$ cat src/rtl/core/mpsic_ram.sv
// Generic single-write, single-read synchronous RAM with registered read data.
module mpsic_ram #(
   parameter int WIDTH = 32,
   parameter int DEPTH = 32
) (
   input  logic                                     clock,
   input  logic                                     wr_en,
   input  logic [((DEPTH > 1) ? $clog2(DEPTH) : 1)-1:0] wr_addr,
   input  logic [WIDTH-1:0]                         wr_data,
   input  logic                                     rd_en,
   input  logic [((DEPTH > 1) ? $clog2(DEPTH) : 1)-1:0] rd_addr,
   output logic [WIDTH-1:0]                         rd_data
);

   logic [WIDTH-1:0] mem_ff [DEPTH];
   logic [WIDTH-1:0] rd_data_ff;

   always_ff @(posedge clock) begin
      if (wr_en) begin
         mem_ff[wr_addr] <= wr_data;
      end
      if (rd_en) begin
         rd_data_ff <= mem_ff[rd_addr];
      end
   end

   assign rd_data = rd_data_ff;

endmodule

$ cat config.mk
export PLATFORM = sky130hd
export DESIGN_NAME = mpsic_ram
export DESIGN_NICKNAME = d
export VERILOG_FILES = /design/src/rtl/core/mpsic_ram.sv
export SDC_FILE = /design/constraint.sdc
export NUM_CORES = 1
export LEC_CHECK = 0
export BUFFER_PORTS_ARGS = -buffer_cell sky130_fd_sc_hd__buf_2
export CORE_ASPECT_RATIO = 2
export CORE_MARGIN = 2
export CORE_UTILIZATION = 64
export CTS_BUF_LIST = sky130_fd_sc_hd__clkbuf_16
export CTS_CLUSTER_SIZE = 28
export DETAILED_ROUTE_END_ITERATION = 12
export PLACE_DENSITY = 0.87
export SLEW_MARGIN = 20
export SYNTH_ARGS = -nofsm -noshare
export SYNTH_HDL_FRONTEND = slang
export SYNTH_SLANG_ARGS = --single-unit
$ cat constraint.sdc
create_clock -name clock -period 4.3 [get_ports clock]
set_input_delay 0.215 -clock clock [delete_from_list [all_inputs] [get_ports clock]]
set_output_delay 0.215 -clock clock [all_outputs]
set_load 0.01 [all_outputs]
-- Word-level counts from Yosys, hierarchy flattened
Memories as Yosys holds them, arrays and structs flattened. A register that Yosys moved wholly into a read port is not among the register bits.
Cells that the tools add are included.
- muxes and demuxes: 2
- operators with widths (kind ; number):
    1-bit 2-to-1 mux ; 2
- register bits after elaboration: 0
- RAM bits: 1024
- bits of input ports: 45
- output and inout port bits: 32
- logic and storage cells: 3
- memories kept: 1
- memory list (name ; words ; width ; rd ports ; clocked after memory_dff ; wr ports ; RTL line ; source):
    mem_ff ; 32 ; 32 ; 1 ; 1 ; 1 ; 15 ; logic [WIDTH-1:0] mem_ff [DEPTH];

-- Depth between registers and ports, before layout
- word-level depth: 2
- mapped depth: 8
- gate-level depth less buffers: 5

-- Worst setup path before layout
OpenSTA, ideal clock, no wires.
- path kind: input to register
- from: input wr_addr[1] in the netlist's numbering
- to: memory mem_ff[12][0], enable pin
- library setup time: 0.421 ns
- arrival time: 2.228 ns
- required time: 3.879 ns
- slack: 1.651 ns
- stages on the path: 3
- path buffers: 1
- cells stage by stage: or3b_2 -> clkbuf_1 -> nor2_1
- RTL lines (what ; RTL line ; source):
    from (decl) ; 8 ; input logic [((DEPTH > 1) ? $clog2(DEPTH) : 1)-1:0] wr_addr,
    to (decl) ; 15 ;
No word-level cell before the write port.

==> impl_results.md <==
* HP Start: wr_data[30]
* DR pass1 iterations at 6
* H-tree level count at 3
* Final slew viol count at 0
* Port bufs at 76
* Final WL at 95830 µm
* Avg Inst Size Synth at 18.06 µm²
* Final #Nets at 2391
* P&R area growth vs syn at 10.32%
* Chip Height at 361.1 µm
* Via-to-Cell Ratio at 6.813
* Utilization after layout at 0.7097
* Setup TNS at 0 ps
* Post-synth net total at 2305
* Pleak at 0.01562 µW
* Max-slew headroom at 0.2108
* Filler cell count at 3414
* Starting density of the core at 0.6433
* FF+latch count, synth at 1056
* Pwr/cell area at 452.3 nW/µm²
* Status: completed
* CP startpoint: rd_addr[1]
* Min cycle time layout at 2141 ps
* Final Instance Area at 45020 µm²
* Routability Congestion at 0.7878
* Row count at 131
* Area leader, netlist: edfxtp_1
* CTS sink cnt at 1056
* Synth Area in Adders at 0
* Fin cells at 3212
* Worst-path fanout max at 33
* Vias in the first global route at 22257
* Synth Area in Compound Gates at 0.04808
* Average wire per standard cell at 29.83 µm
* Initial antenna violation count at 7
* Max Cap Violations at 0
* Post-cts gate resize count at 0
* GRT Total Usage at 0.2903
* Clk buf depth at 3
* Placement Cell Area at 42170 µm²
* Core Footprint at 63430 µm²
* Vias post-DR at 21884
* HP Class: in2reg
* Ports at 77
* Post-Syn Area at 40810 µm²
* CTS tree: yes
* Worst Setup End Kind: flop
* Crit Path Class: in2reg
* Initial DRC count at 3029
* Worst hold slack at 83.73 ps
* Largest net degree at the start of global routing at 82
* Register area share after synthesis at 0.7771
* Most frequent CP cell: buf_4
* Crit path largest cell delay at 670 ps
* Die area at 65920 µm²
* Crit start category: input port
* Crit path arrival time at 2510 ps
* First-pass GRT wire length at 140900 µm
* Post-route ant nets at 0
* Yosys Warn Count at 0
* Simple-gate share of the synthesized area at 0.03075
* Area of the multi-input gates at 8610 µm²
* Grt total ovfl at 0
* Distinct cell type count after synthesis at 24
* Fmax at 467.0 MHz
* Worst EP required at 4670 ps
* Layout cells sized above 1 at 0.1194
* CTS Buf Count at 85
* Main combinational cell family by area after synthesis: multiplexers
* Register clock-pin slew on the reported worst setup and hold paths at 70 ps
* Post-synth top area share at 0.7771
* Maximum VDD drop at 0.6416 mV
* Flip-flop and latch area at 31710 µm²
* Measured slew at the worst slew-check pin at 1184 ps
* Placed insts at 3051
* Syn Inst Count at 2260
* RSZ-0062 raised after global routing: false
* Chip width at 182.5 µm
* Final HPWL DP at 52850 µm
* Crit path max-delay cell type: nor2_4
* Clock root buffer: clkbuf_16
* CP cell instances: buf_2, nor2_4, buf_4, buf_4, nand2_1, a31oi_1, nand3_1
* Post-CTS Setup Repair Bufs at 0
* Period Utilization, post-route at 0.4980
* FF-to-FF Start: mem_ff[5][9]
* Top cells by area, synth: edfxtp_1 (78%), mux2i_1 (13%), a22oi_1 (1.8%)
* Setup Viol. Count Final at 0
* Hold_buf cts at 0
* Xor/xnor share of the synthesized area at 0
* Fin. Hold Viols at 0
* Clock Latency Late Sink at 670 ps
* DR DRC count at 0
* Skew final at 29.78 ps
* Portion of netlist area occupied by mux cells at 0.1256
cell usage after synthesis:
| cell | instances |
|---|---|
| a21oi_1 | 96 |
| a22o_1 | 64 |
| a22oi_1 | 96 |
| a31oi_1 | 32 |
| and2_1 | 1 |
| and2b_1 | 1 |
| buf_1 | 5 |
| buf_2 | 26 |
| buf_4 | 33 |
| buf_6 | 15 |
| clkbuf_1 | 46 |
| clkbuf_4 | 2 |
| edfxtp_1 | 1056 |
| mux2i_1 | 512 |
| nand2_1 | 98 |
| nand2b_1 | 2 |
| nand3_1 | 98 |
| nand3b_1 | 5 |
| nor2_1 | 34 |
| nor2b_1 | 1 |
| nor3_1 | 32 |
| or2_2 | 1 |
| or3_1 | 1 |
| or3b_2 | 3 |
per-layer routing:
metal | vias up | track usage | share of wire
met2 | 1545 | 0.4975 | 0.52
met1 | 10958 | 0.3673 | 0.34
met3 | 234 | 0.05264 | 0.10
met4 | 4 | 0.1189 | 0.037
li1 | 9143 | - | -
met5 | - | 0 | 0.00023
worst max-delay path, delay by kind of cell:
kind	cells	cell delay, ps
buffers and inverters	3	1060
and+or+nand+nor	3	900
AOI/OAI and AO/OA	1	320
layout make-up:
class	instances	area share
clock inverter	65	0.01131
multi-input combinational	1077	0.1913
sequential	1056	0.7044
tap	798	0.02218
clock buffer	88	0.04892
antenna	2	0.0001112
timing repair buffer	126	0.02179
cell usage in the layout, fill, tap and decap left out, types with 13 or more instances in the layout:
master and instances:
clkbuf_16 88, buf_2 75, buf_4 34, buf_12 14, inv_1 13, nand3_1 98
nor3_1 32, mux2i_1 512, a22oi_1 96, a22o_1 64, a31oi_1 32, clkinv_1 21
edfxtp_1 1056, nor2_4 33, a21oi_1 96, nand2_1 97
power breakdown:
part	switching [µW]	total (µW)	internal (µW)
logic	750	1090	336
registers	64.8	11500	11500
clock network	3580	7730	4150
total	4400	20400	16000
logic make-up (layout without fill, tap and decap cells):
kind of cell | after synthesis | in the layout
flip-flops | 1056 | 1056
multiplexers | 512 | 512
AO/OA/AOI/OAI | 288 | 288
AND/OR/NAND/NOR | 277 | 277
buffers and inverters | 127 | 279
other | 0 | 2
sequential cells by signal (all words and copies together), names as in the netlist:
| signal | flops |
|---|---|
| mem_ff | 1024 |
| rd_data | 32 |
path summary, 6_finish.rpt:
kind	end	slack (ps)	cells past startpoint
max	rd_data[22]	2160	7
min	mem_ff[22][30]	80	1
max reg2reg	rd_data[9]	2460	5
min reg2reg	rd_data[0]	690	4
per-stage QoR:
step                total power [µW]  setup WS, ps
floorplan                      12350          1651
global placement               12750          1592
detailed placement             12810          1531
CTS                            20330          2195
global route                   20770          2103
finish                         20360          2159
Power figures use the tool's default switching activity.
